File: config.mk
export PLATFORM = sky130hd
export DESIGN_NAME = drawdown_tracker
export DESIGN_NICKNAME = d
export VERILOG_FILES = /design/src/rtl/ddt_pkg.sv /design/src/rtl/drawdown_tracker.sv
export SDC_FILE = /design/constraint.sdc
export NUM_CORES = 1
export LEC_CHECK = 0
export ABC_CLOCK_PERIOD_IN_PS = 17830
export BUFFER_PORTS_ARGS = -buffer_cell sky130_fd_sc_hd__buf_2
export CELL_PAD_IN_SITES_DETAIL_PLACEMENT = 0
export CELL_PAD_IN_SITES_GLOBAL_PLACEMENT = 1
export CORE_MARGIN = 1.5
export CORE_UTILIZATION = 52
export DETAILED_ROUTE_END_ITERATION = 8
export MAX_ROUTING_LAYER = met4
export PLACE_DENSITY_LB_ADDON = 0.1
export SLEW_MARGIN = 10
export SYNTH_ARGS = -nofsm -noshare
export SYNTH_HDL_FRONTEND = slang
export SYNTH_SLANG_ARGS = --single-unit
export TNS_END_PERCENT = 100
File: constraint.sdc
create_clock -name clk_i -period 17.83 [get_ports clk_i]
set_input_delay 2.6745 -clock clk_i [delete_from_list [all_inputs] [get_ports clk_i]]
set_output_delay 2.6745 -clock clk_i [all_outputs]
set_load 0.005 [all_outputs]
File: src/rtl/ddt_pkg.sv
`default_nettype none
package ddt_pkg;

  localparam int unsigned EQ_WIDTH  = 32;
  localparam int unsigned FRAC_BITS = 16;
  localparam int unsigned RUN_WIDTH = 24;
  localparam int unsigned DD_WIDTH  = FRAC_BITS + 1;
  localparam int unsigned CNT_WIDTH = $clog2(DD_WIDTH);

  typedef struct packed {
    logic [EQ_WIDTH-1:0] equity;
    logic                last;
  } in_t;

  typedef struct packed {
    logic [DD_WIDTH-1:0]  drawdown;
    logic [DD_WIDTH-1:0]  max_drawdown_out;
    logic [RUN_WIDTH-1:0] longest_run;
    logic                 zero_peak;
    logic                 series_end;
  } out_t;

  typedef enum logic [1:0] {
    ST_IDLE,
    ST_DIV,
    ST_HOLD
  } state_e;

endpackage
`default_nettype wire

File: src/rtl/drawdown_tracker.sv
// Operands are loaded at the input transfer; a restoring radix-2 division then produces
// one quotient bit per cycle, and the result is loaded once the output register is free.
// A new item is accepted only after the previous result is loaded; the shared divider sets this.
// Input ready is low while the divider is busy or a result cannot be loaded.
// Reset (rst_ni, asynchronous, active low) clears peak, runs and drawdown.
`default_nettype none
module drawdown_tracker (
  input  wire logic          clk_i,
  input  wire logic          rst_ni,
  input  wire logic          in_valid_i,
  output logic               in_ready_o,
  input  wire ddt_pkg::in_t  in_data_i,
  output logic               out_valid_o,
  input  wire logic          out_ready_i,
  output ddt_pkg::out_t      out_data_o
);

  localparam int unsigned EW = ddt_pkg::EQ_WIDTH;
  localparam int unsigned DW = ddt_pkg::DD_WIDTH;
  localparam int unsigned RW = ddt_pkg::RUN_WIDTH;
  localparam int unsigned CW = ddt_pkg::CNT_WIDTH;

  ddt_pkg::state_e state_q, state_d;

  logic [EW-1:0] peak_q, peak_d;
  logic [RW-1:0] cur_q, cur_d;
  logic [RW-1:0] long_q, long_d;
  logic          open_q, open_d;
  logic [DW-1:0] worst_q, worst_d;

  logic [EW-1:0] div_q, div_d;
  logic [EW:0]   rem_q, rem_d;
  logic [DW-1:0] quo_q, quo_d;
  logic [CW-1:0] cnt_q, cnt_d;
  logic          zp_q, zp_d;
  logic          last_q, last_d;
  logic [RW-1:0] run_out_q, run_out_d;

  logic          out_valid_q, out_valid_d;
  ddt_pkg::out_t out_q, out_d;

  logic          accept;
  logic          load;
  logic          div_done;

  logic [EW-1:0] peak_new;
  logic          at_peak;
  logic [RW-1:0] cur_new;
  logic [RW-1:0] long_new;
  logic [EW:0]   rem_sh;
  logic          qbit;
  logic [DW-1:0] dd;
  logic [DW-1:0] worst_new;

  assign accept   = in_valid_i && in_ready_o;
  assign div_done = (cnt_q == CW'(DW - 1));
  assign load     = (state_q == ddt_pkg::ST_HOLD) && (!out_valid_q || out_ready_i);

  // next state
  always_comb begin
    state_d = state_q;
    case (state_q)
      ddt_pkg::ST_IDLE: begin
        if (in_valid_i) state_d = ddt_pkg::ST_DIV;
      end
      ddt_pkg::ST_DIV: begin
        if (div_done) state_d = ddt_pkg::ST_HOLD;
      end
      ddt_pkg::ST_HOLD: begin
        if (load) state_d = ddt_pkg::ST_IDLE;
      end
      default: state_d = ddt_pkg::ST_IDLE;
    endcase
  end

  // outputs
  always_comb begin
    in_ready_o = 1'b0;
    case (state_q)
      ddt_pkg::ST_IDLE: in_ready_o = 1'b1;
      ddt_pkg::ST_DIV:  in_ready_o = 1'b0;
      ddt_pkg::ST_HOLD: in_ready_o = 1'b0;
      default:          in_ready_o = 1'b0;
    endcase
  end

  assign out_valid_o = out_valid_q;
  assign out_data_o  = out_q;

  // sample update at transfer
  always_comb begin
    if (!open_q || (in_data_i.equity > peak_q)) peak_new = in_data_i.equity;
    else                                         peak_new = peak_q;
    at_peak = (in_data_i.equity == peak_new);
    if (at_peak) begin
      cur_new  = '0;
      long_new = (cur_q > long_q) ? cur_q : long_q;
    end else begin
      cur_new  = (cur_q == {RW{1'b1}}) ? cur_q : cur_q + RW'(1);
      long_new = long_q;
    end
  end

  // divider step
  always_comb begin
    rem_sh = (cnt_q == '0) ? rem_q : {rem_q[EW-1:0], 1'b0};
    qbit   = (rem_sh >= {1'b0, div_q});
  end

  always_comb begin
    dd        = zp_q ? '0 : quo_q;
    worst_new = (!zp_q && (dd > worst_q)) ? dd : worst_q;
  end

  always_comb begin
    peak_d      = peak_q;
    cur_d       = cur_q;
    long_d      = long_q;
    open_d      = open_q;
    worst_d     = worst_q;
    div_d       = div_q;
    rem_d       = rem_q;
    quo_d       = quo_q;
    cnt_d       = cnt_q;
    zp_d        = zp_q;
    last_d      = last_q;
    run_out_d   = run_out_q;
    out_valid_d = out_valid_q;
    out_d       = out_q;

    if (out_valid_q && out_ready_i) out_valid_d = 1'b0;

    if (accept) begin
      div_d     = peak_new;
      rem_d     = {1'b0, peak_new - in_data_i.equity};
      quo_d     = '0;
      cnt_d     = '0;
      zp_d      = (peak_new == '0);
      last_d    = in_data_i.last;
      run_out_d = '0;
      if (in_data_i.last) begin
        run_out_d = (cur_new > long_new) ? cur_new : long_new;
        peak_d    = '0;
        cur_d     = '0;
        long_d    = '0;
        open_d    = 1'b0;
      end else begin
        peak_d = peak_new;
        cur_d  = cur_new;
        long_d = long_new;
        open_d = 1'b1;
      end
    end

    if (state_q == ddt_pkg::ST_DIV) begin
      rem_d = qbit ? (rem_sh - {1'b0, div_q}) : rem_sh;
      quo_d = {quo_q[DW-2:0], qbit};
      cnt_d = cnt_q + CW'(1);
    end

    if (load) begin
      out_valid_d            = 1'b1;
      out_d.drawdown         = dd;
      out_d.max_drawdown_out = worst_new;
      out_d.longest_run      = run_out_q;
      out_d.zero_peak        = zp_q;
      out_d.series_end       = last_q;
      worst_d                = last_q ? '0 : worst_new;
    end
  end

  always_ff @(posedge clk_i or negedge rst_ni) begin
    if (!rst_ni) begin
      state_q     <= ddt_pkg::ST_IDLE;
      peak_q      <= '0;
      cur_q       <= '0;
      long_q      <= '0;
      open_q      <= 1'b0;
      worst_q     <= '0;
      cnt_q       <= '0;
      out_valid_q <= 1'b0;
    end else begin
      state_q     <= state_d;
      peak_q      <= peak_d;
      cur_q       <= cur_d;
      long_q      <= long_d;
      open_q      <= open_d;
      worst_q     <= worst_d;
      cnt_q       <= cnt_d;
      out_valid_q <= out_valid_d;
    end
  end

  always_ff @(posedge clk_i) begin
    div_q     <= div_d;
    rem_q     <= rem_d;
    quo_q     <= quo_d;
    zp_q      <= zp_d;
    last_q    <= last_d;
    run_out_q <= run_out_d;
    out_q     <= out_d;
  end

endmodule
`default_nettype wire

==> results of run 1 <==
[per-stage QoR]
stage                     utilization  setup slack, ps  area [µm²]
after global placement          0.553             6940       19000
after detailed placement        0.553             6710       19000
final                           0.582             7210       20000
after CTS                       0.582             7310       20000
after global routing            0.582             6670       20000
after floorplan                     -             8470       18000
[report_power, final]
| part | leakage, nW | internal, mW | switching [mW] | total, mW |
|---|---|---|---|---|
| Combinational | 5.51 | 0.779 | 1.07 | 1.85 |
| Sequential | 3.03 | 0.902 | 0.0852 | 0.988 |
| Clock | 0.485 | 0.358 | 0.261 | 0.618 |
[layout by cell type (no fill, tap or decap), types with 7 or more instances in the layout]
cell       instances
a211oi_1          15
a21o_1            51
a21oi_1          107
a22o_1            40
a31oi_1           15
and2_1            20
and3_1             7
buf_2             97
buf_4             19
clkbuf_1          11
clkbuf_16         31
clkbuf_8           9
dfrtp_1          106
edfxtp_1         168
ha_1             161
inv_1            188
mux2_2            50
mux2i_1           83
nand2_1          111
nand2b_1          37
nand3_1           36
nand4_1           37
nor2_1           109
nor2b_1           24
nor3_1            17
nor4_1             8
o21a_1            14
o21ai_0           46
o21ai_1           14
o21bai_1           8
o22ai_1           59
o31ai_1            9
or2_2              8
or3_1              7
xnor2_1           33
xor2_1            38
[sequential cells by signal (all words and copies together), names as in the netlist]
signal / flops
run_out_q: 24
zp_q: 1
state_q: 2
div_q: 32
open_q: 1
rem_q: 33
quo_q: 17
out_valid_o: 1
out_data_o: 60
long_q: 24
worst_q: 17
last_q: 1
cur_q: 24
cnt_q: 5
peak_q: 32
[final cells by class]
type                       count  area [µm²]
sequential                   274        7700
clock buffer                  51         941
clock inverter                 5        50.0
timing repair buffer         116         628
tap                          455         569
fill                        3020       14400
multi-input combinational   1258        9400
inverter                     192         723
[worst min path at each step]
stage	from	endpoint	slack [ps]	cells past startpoint
after detailed placement	run_out_q[21]	out_data_o[23]	400	0
after CTS	run_out_q[17]	out_data_o[19]	420	0
after global placement	run_out_q[11]	out_data_o[13]	400	0
after global routing	run_out_q[18]	out_data_o[20]	430	0
final	run_out_q[21]	out_data_o[23]	420	0
after floorplan	run_out_q[8]	out_data_o[10]	400	0
[per-layer routing]
metal	track usage	up-vias	wire length, µm
met5	-	-	0
met4	0.0650	0	901
met3	0.0371	67	2490
met2	0.384	349	19300
met1	0.398	6515	23600
li1	-	6678	-
[critical path, delay by kind of cell]
kind                     cells  cell delay [ps]
buffers and inverters        5             1500
adder cells (fa/ha/maj)      3              990
multiplexers                 2              600
AND/OR/NAND/NOR             11             2310
AO/OA/AOI/OAI               11             2800
[cell families after synthesis]
family	Yosys count	share of synthesized area
AO/OA/AOI/OAI	431	0.160
XOR/XNOR	71	0.0345
adder cells (fa/ha/maj)	163	0.114
buffers and inverters	258	0.0559
flip-flops	274	0.426
multiplexers	134	0.0778
AND/OR/NAND/NOR	459	0.131
==> qor.yml, run 1 <==
outcome:
  status: "completed"
drt:
  antenna_left: 0
  drt-initial-drc-count: 991
  post-route-drc-count: 0
  vias_per_cell: 5.79
  via_count: 13600
  drt-total-wl_um: 46300
  avgRoutedWirePerCell_um: 19.7
  first_pass_iters: 6
timing:
  worst_pin_slew_ps: 1110
  setup_violations: 0
  hold_viol: 0
  min_period_ps: 10620
  fin_hold_ws_ps: 418
  period_share: 0.595
  max-slew-margin-rel: 0.258
  timing.fmax_ghz: 0.0942
  drv_slew: 0
  fin_tns_setup_ps: 0
  rsz0062_at_grt: "no"
  finClkSkew_ps: 22.9
floorplan:
  coreArea_um2: 34400
  dieWidth_um: 189
  dieArea_um2: 35800
  ios: 99
  die_y_um: 189
  start_util: 0.525
  rows: 68
clock_network:
  post_cts_resize_count: 0
  cts.clk_slew.worst_paths_ps: 60
  cts-root-buf: "clkbuf_16"
  cts_sinks: 274
  cts_made_buffers: 30
  htreeDepth: 1
  tritoncts: "done"
  hold_buffers: 0
  cts_setup_buffers: 0
  clk_latency_ps: 600
  clockBufferDepth: 3
finish:
  nNetsFinal: 2072
  drive_gt1_frac: 0.134
  antenna_cells: 0
  syn2layout_area_growth_pct: 10.8
  final_cell_count_no_fill: 2351
global_route:
  antenna_found_initial: 0
  grt_pass1_wl_um: 73500
  grt_max_degree: 91
  grt.total_usage: 0.268
  grt_pass1_vias: 13200
  globalRoute.totalOverflow: 0
critical_path:
  r2r_start: "peak_q[14]"
  r2r-end: "run_out_q[4]"
  critPathLaunchType: "input port"
  worstPathMaxFanout: 35
  r2r_cells: 32
  critPathArrivalTime_ps: 10940
  ff2ff_setup_slack_ps: 8990
  max_stage_delay_ps: 520
  critPathSlowestCell: "o21ai_4"
  path_class: "in2reg"
  endpoint: "run_out_q[4]"
  end_kind: "register"
  required_ps: 18160
  startpoint: "in_data_i[15]"
flow_run:
  drv_cap: 0
synth:
  synth_cells: 1790
  yosysMostFrequentCell: "inv_1"
  ys.warnings.count: 0
  synth_edf_count: 168
  synth.avg_cell_area_um2: 10.1
  synth.largest_area_cell: "edfxtp_1"
  yosysSeqAreaShare: 0.426
  synth_fp_nets: 1990
  syn_area_um2: 18000
  yosysTopAreaCellShare: 0.279
  ys_top_cells_by_area: "edfxtp_1 (28%), dfrtp_1 (15%), ha_1 (11%)"
  ys_top_cells_by_count: "inv_1 (190), edfxtp_1 (168), ha_1 (161)"
  async_reset_ff_frac: 0.387
  synth_ff_type: "edfxtp_1"
  synth-seq-cells: 274
  synth.distinct_cells: 87
power:
  vdd_ir_drop_max_uv: 101
  powerDensity_nw_per_um2: 173
  power_mw: 3.45
  p_leak_nw: 9.03
placement:
  dp.final_hpwl_um: 33600
  dpl.cell_count: 2295
  gp_congestion: 0.904
  io_buffer_count: 98
min_path:
  hold_class: "reg2reg"
Note: power is estimated with default switching activity, not from simulation.
==> run 2: changes to the inputs <==
- ABC_AREA: not set -> 1
- ABC_CLOCK_PERIOD_IN_PS: 17830 -> 9660
- CORE_UTILIZATION: 52 -> 43
- clock period: 17.83 -> 9.66 ns (I/O delays scaled with it)
==> qor.yml, run 2 <==
critical_path:
  ff2ff_setup_slack_ps: 2440  # -6550 ps
  path_common_cell: "nand2_1"
  r2r_cells: 33  # +3.1%
  max_stage_delay_ps: 560  # +40 ps
  critPathArrivalTime_ps: 8120  # -2820 ps
  r2r_start: "peak_q[31]"
  required_ps: 9950  # -8210 ps
  worstPathMaxFanout: 48  # +37%
  end_kind: "register"
  critPathSlowestCell: "inv_1"
  path_class: "in2reg"
  r2r-end: "run_out_q[11]"
  critPathLaunchType: "input port"
finish:
  syn2layout_area_growth_pct: 11.4
  most-common-layout-cells: "nand2_1 (442), inv_1 (361), edfxtp_1 (168)"
  area.sequential_um2: 7700  # unchanged
  largest_reg_flops: 60  # unchanged
  num-fill-cells: 4116  # +36%
  layout_commonest_cell: "nand2_1"
  final_util: 0.484  # -0.0985
  drive_gt1_frac: 0.109  # -0.0253
  multi_input_area_um2: 8670  # -7.8%
  nNetsFinal: 2466  # +19%
timing:
  fin_hold_ws_ps: 412  # -5.85 ps
  drv_slew: 0  # unchanged
  hold_viol: 0  # unchanged
  rsz0062_at_grt: "no"
  setup_violations: 0  # unchanged
  min_period_ps: 7820
  period_share: 0.810
  finClkSkew_ps: 15.1  # -7.73 ps
  max-slew-margin-rel: 0.221  # -0.0369
  worst_pin_slew_ps: 1150  # +39.1 ps
  timing.fmax_ghz: 0.128
  fin_tns_setup_ps: 0  # unchanged
clock_network:
  cts_setup_buffers: 0  # unchanged
  cts_sinks: 274  # unchanged
  post_cts_resize_count: 0  # unchanged
  htreeDepth: 2  # +1
  clockBufferDepth: 3  # unchanged
  clk_latency_ps: 550  # -50 ps
  tritoncts: "done"
  cts.clk_slew.worst_paths_ps: 60  # about the same
  cts-root-buf: "clkbuf_16"
  hold_buffers: 0  # unchanged
  cts_made_buffers: 34  # +13%
drt:
  vias_per_cell: 5.23  # -9.7%
  via_count: 14800  # +8.7%
  drt-initial-drc-count: 924  # -6.8%
  avgRoutedWirePerCell_um: 17.1  # -13%
  antenna_left: 0  # unchanged
  drt-total-wl_um: 48300  # +4.3%
  first_pass_iters: 5  # -1
  post-route-drc-count: 0  # unchanged
synth:
  yosysSeqAreaShare: 0.425  # -0.00182
  async_reset_ff_frac: 0.387  # unchanged
  yosysTopAreaCellShare: 0.278  # -0.00120
  yosysMostFrequentCell: "nand2_1"
  synth.avg_cell_area_um2: 8.35  # -17%
  synth-seq-cells: 274  # unchanged
  synth_fp_nets: 2372  # +19%
  syn_area_um2: 18100  # +0.43%
  synth_edf_count: 168  # unchanged
  ys.warnings.count: 0  # unchanged
  synth.distinct_cells: 60  # -31%
  synth.largest_area_cell: "edfxtp_1"
  synth_cells: 2172  # +21%
  ys_top_cells_by_count: "nand2_1 (444), inv_1 (362), edfxtp_1 (168)"
  ys_top_cells_by_area: "edfxtp_1 (28%), dfrtp_1 (15%), ha_1 (11%)"
  synth_ff_type: "edfxtp_1"
placement:
  dp.final_hpwl_um: 35700  # +6.2%
  io_buffer_count: 98  # unchanged
  gp_congestion: 0.919  # +1.7%
min_path:
  min_path_cells: 0  # unchanged
  hp-start: "run_out_q[15]"
  hold_end: "out_data_o[17]"
  hold_class: "reg2reg"
global_route:
  antenna_found_initial: 2  # +2
  grt_pass1_vias: 14500  # +9.6%
  grt.total_usage: 0.233  # -0.0349
  grt_pass1_wl_um: 78200  # +6.5%
  globalRoute.totalOverflow: 0  # unchanged
  grt_max_degree: 82  # -9.9%
floorplan:
  start_util: 0.434  # -0.0910
  dieArea_um2: 43400  # +21%
  dieWidth_um: 208  # +10%
  rows: 75  # +10%
  ios: 99  # unchanged
  die_y_um: 208  # +10%
  coreArea_um2: 41800  # +21%
power:
  p_leak_nw: 9.69  # +7.4%
  power_mw: 7.75  # +120%
  powerDensity_nw_per_um2: 384  # +120%
  vdd_ir_drop_max_uv: 239  # +140%
flow_run:
  drv_cap: 0  # unchanged
outcome:
  status: "completed"
==> run 2: changes by cell type in the layout (fill, tap and decap cells not counted), sizes merged, moves of 38 or more <==
cell    delta
mux2      -51
a22o      -40
inv      +180
o21ai     +97
a21o      -48
mux2i     -83
o22ai     +38
nand2b    -38
nand2    +341
nand3     +45
==> run 2: kinds of logic (layout without fill, tap and decap cells) <==
group | after synthesis | in the layout | synth area share
buf+inv | 444 | 563 | 0.0984
compound gates | 471 | 471 | 0.154
flops | 274 | 274 | 0.425
simple gates | 748 | 748 | 0.175
other cells | 0 | 1 | 0
xor+xnor | 72 | 72 | 0.0348
fa+ha+maj | 163 | 163 | 0.113
==> run 2: how the worst max path moves through the flow <==
stage / end / startpoint / cells after the start / slack [ps]
CTS: run_out_q[11] / in_data_i[32] / 34 / 1940
global placement: run_out_q[8] / in_data_i[32] / 33 / 1410
global route: run_out_q[10] / in_data_i[32] / 34 / 1210
floorplan: run_out_q[10] / in_data_i[16] / 35 / 3120
detailed placement: run_out_q[8] / in_data_i[32] / 34 / 1360
finish: run_out_q[11] / in_data_i[32] / 33 / 1840
==> run 2: per-layer routing <==
layer / global-route usage / wire (µm)
met4: 0.0627 / 932
met3: 0.0245 / 2030
met1: 0.345 / 25100
met2: 0.337 / 20300
met5: - / 0
==> run 2: metrics by stage <==
stage / instances / setup slack, ps / cell area [µm²]
2_1_floorplan: 2172 / 3120 / 18100
3_3_place_gp: 2769 / 1410 / 19200
3_5_place_dp: 2769 / 1360 / 19200
4_1_cts: 2830 / 1940 / 20200
5_1_grt: 2831 / 1210 / 20200
6_report: 2831 / 1840 / 20200
==> run 2: power by group <==
group / internal [mW] / switching, mW / leakage [nW]
Combinational: 1.68 / 2.89 / 6.18
Clock: 0.670 / 0.512 / 0.514
Sequential: 1.82 / 0.180 / 3.00
Total: 4.16 / 3.59 / 9.69
==> run 2: layout make-up <==
type | count | area share
antenna | 1 | 0.000124
clock buffer | 40 | 0.0447
clock inverter | 21 | 0.00570
inverter | 372 | 0.0693
multi-input combinational | 1454 | 0.429
sequential | 274 | 0.381
tap | 539 | 0.0334
timing repair buffer | 130 | 0.0363
==> run 2: worst max-delay path: cells and delay by family <==
family,cells,cell delay [ps]
buffers and inverters,6,1190
and+or+nand+nor,21,3570
AOI/OAI and AO/OA,3,910
adders and majority gates,3,980
==> run 3: changes to the inputs <==
- ABC_CLOCK_PERIOD_IN_PS: 9660 -> 6500
- clock period: 9.66 -> 6.5 ns (I/O delays scaled with it)
==> qor.yml, run 3 (synthesis results as in run 2) <==
clock_network:
  tritoncts: "done"
  cts_setup_buffers: 0  # unchanged
  clk_latency_ps: 560  # about the same
  clockBufferDepth: 3  # unchanged
  cts.clk_slew.worst_paths_ps: 60  # about the same
  cts-root-buf: "clkbuf_16"
  htreeDepth: 2  # unchanged
  post_cts_resize_count: 0  # unchanged
  hold_buffers: 0  # unchanged
  cts_sinks: 274  # unchanged
  cts_made_buffers: 35  # +2.9%
global_route:
  grt_max_degree: 82  # unchanged
  antenna_found_initial: 1  # -1
  globalRoute.totalOverflow: 0  # unchanged
  grt_pass1_vias: 14500  # +0.090%
  grt_pass1_wl_um: 78400  # +0.24%
  grt.total_usage: 0.234  # +0.00160
critical_path:
  worstPathMaxFanout: 40  # -17%
  max_stage_delay_ps: 390  # -170 ps
  path_common_cell: "nand2_1"
  critPathLaunchType: "input port"
  critPathArrivalTime_ps: 6190  # -1930 ps
  path_class: "in2reg"
  required_ps: 6800  # -3150 ps
  end_kind: "register"
  critPathSlowestCell: "ha_1"
finish:
  multi_input_area_um2: 8670  # about the same
  area.sequential_um2: 7700  # unchanged
  nNetsFinal: 2517  # +2.1%
  final_area_um2: 20700  # +2.6%
  layout_commonest_cell: "nand2_1"
  final_cell_count_no_fill: 2882  # +1.8%
  most-common-layout-cells: "nand2_1 (442), inv_1 (361), edfxtp_1 (168)"
  num-fill-cells: 4061  # -1.3%
  syn2layout_area_growth_pct: 14.3
  largest_reg_flops: 60  # unchanged
  antenna_cells: 0  # -1
  drive_gt1_frac: 0.127  # +0.0185
power:
  p_sw_frac: 0.452  # -0.0111
  power_mw: 12.0  # +54%
  vdd_ir_drop_max_uv: 331  # +38%
  powerDensity_nw_per_um2: 577  # +50%
  p_sw_mw: 5.40  # +51%
  power_frac_seq: 0.248  # -0.010
  p_leak_nw: 9.99  # +3.1%
  combPwrFrac: 0.594  # +0.004
  clkPwrFrac: 0.158  # +0.005
  internal_power_mw: 6.55  # +57%
flow_run:
  drv_cap: 0  # unchanged
placement:
  placed_cell_area_um2: 19600  # +2.3%
  dp.final_hpwl_um: 36100  # +1.3%
  gp_congestion: 0.921  # +0.21%
  pre_cts_ws_ps: -21.9  # -1380 ps
  io_buffer_count: 98  # unchanged
  dpl.cell_count: 2819  # +1.8%
timing:
  worst_pin_slew_ps: 1260  # +111 ps
  rsz0062_at_grt: "no"
  max-slew-margin-rel: 0.145  # -0.0752
  min_period_ps: 5890
  finClkSkew_ps: 28.8  # +13.6 ps
  finalWorstSetupSlack_ps: 612  # -1220 ps
  setup_violations: 0  # unchanged
  drv_slew: 0  # unchanged
  hold_viol: 0  # unchanged
  period_share: 0.906
  fin_tns_setup_ps: 0  # unchanged
  timing.fmax_ghz: 0.170
drt:
  vias_per_cell: 5.18  # -0.94%
  antenna_left: 0  # unchanged
  drt-initial-drc-count: 883  # -4.4%
  via_count: 14900  # +0.84%
  post-route-drc-count: 0  # unchanged
  drt-total-wl_um: 48700  # +0.79%
  avgRoutedWirePerCell_um: 16.9  # -0.99%
  first_pass_iters: 5  # unchanged
floorplan:
  dieArea_um2: 43400  # unchanged
  start_util: 0.434  # unchanged
  rows: 75  # unchanged
  coreArea_um2: 41800  # unchanged
  dieWidth_um: 208  # unchanged
  ios: 99  # unchanged
  die_y_um: 208  # unchanged
outcome:
  status: "completed"
min_path:
  hold_class: "reg2reg"
==> run 3: power by group through the flow <==
| stage | Clock [mW] | Sequential (mW) | Combinational, mW |
|---|---|---|---|
| after global placement | 0 | 2.98 | 7.00 |
| final | 1.88 | 2.97 | 7.10 |
| after CTS | 1.94 | 2.97 | 7.11 |
| after floorplan | 0 | 2.92 | 5.45 |
| after global routing | 2.00 | 3.03 | 8.10 |
| after detailed placement | 0 | 2.99 | 7.06 |
==> run 3: final timing paths <==
path / start / to / slack [ps] / cells after the start
max: in_data_i[32] / run_out_q[16] / 610 / 32
min in group asynchronous: rst_ni / cnt_q[3] / 510 / 1
max reg2reg: peak_q[31] / run_out_q[16] / 770 / 32
min reg2reg: run_out_q[19] / out_data_o[21] / 420 / 0
max in group asynchronous: rst_ni / peak_q[25] / 4720 / 2
min: run_out_q[19] / out_data_o[21] / 420 / 0
==> run 3: per-stage QoR <==
| step | hold WS [ps] | utilization |
|---|---|---|
| after global routing | 425 | 0.496 |
| after detailed placement | 405 | 0.470 |
| after floorplan | 400 | - |
| after CTS | 419 | 0.496 |
| final | 418 | 0.496 |
| after global placement | 403 | 0.470 |
==> run 3: metal layers <==
metal | track usage | share of wire | vias to the layer above
met2 | 0.339 | 0.42 | 317
met3 | 0.0347 | 0.052 | 56
met5 | - | 0 | -
met4 | 0.0501 | 0.015 | 0
li1 | - | - | 7616
met1 | 0.346 | 0.51 | 6932
==> run 3: area by class of cell <==
cell class,instances,area share
flip-flops and latches,274,0.371
clock buffers,47,0.0459
repair buffers,180,0.0571
multi-input cells,1454,0.418
inverters,372,0.0676
well taps,539,0.0325
clock inverters,16,0.00688
==> run 3: critical path: cells and delay by family <==
family / cells / cell delay, ps
simple gates: 16 / 1750
fa+ha+maj: 3 / 1070
compound gates: 4 / 1010
buf+inv: 9 / 1310
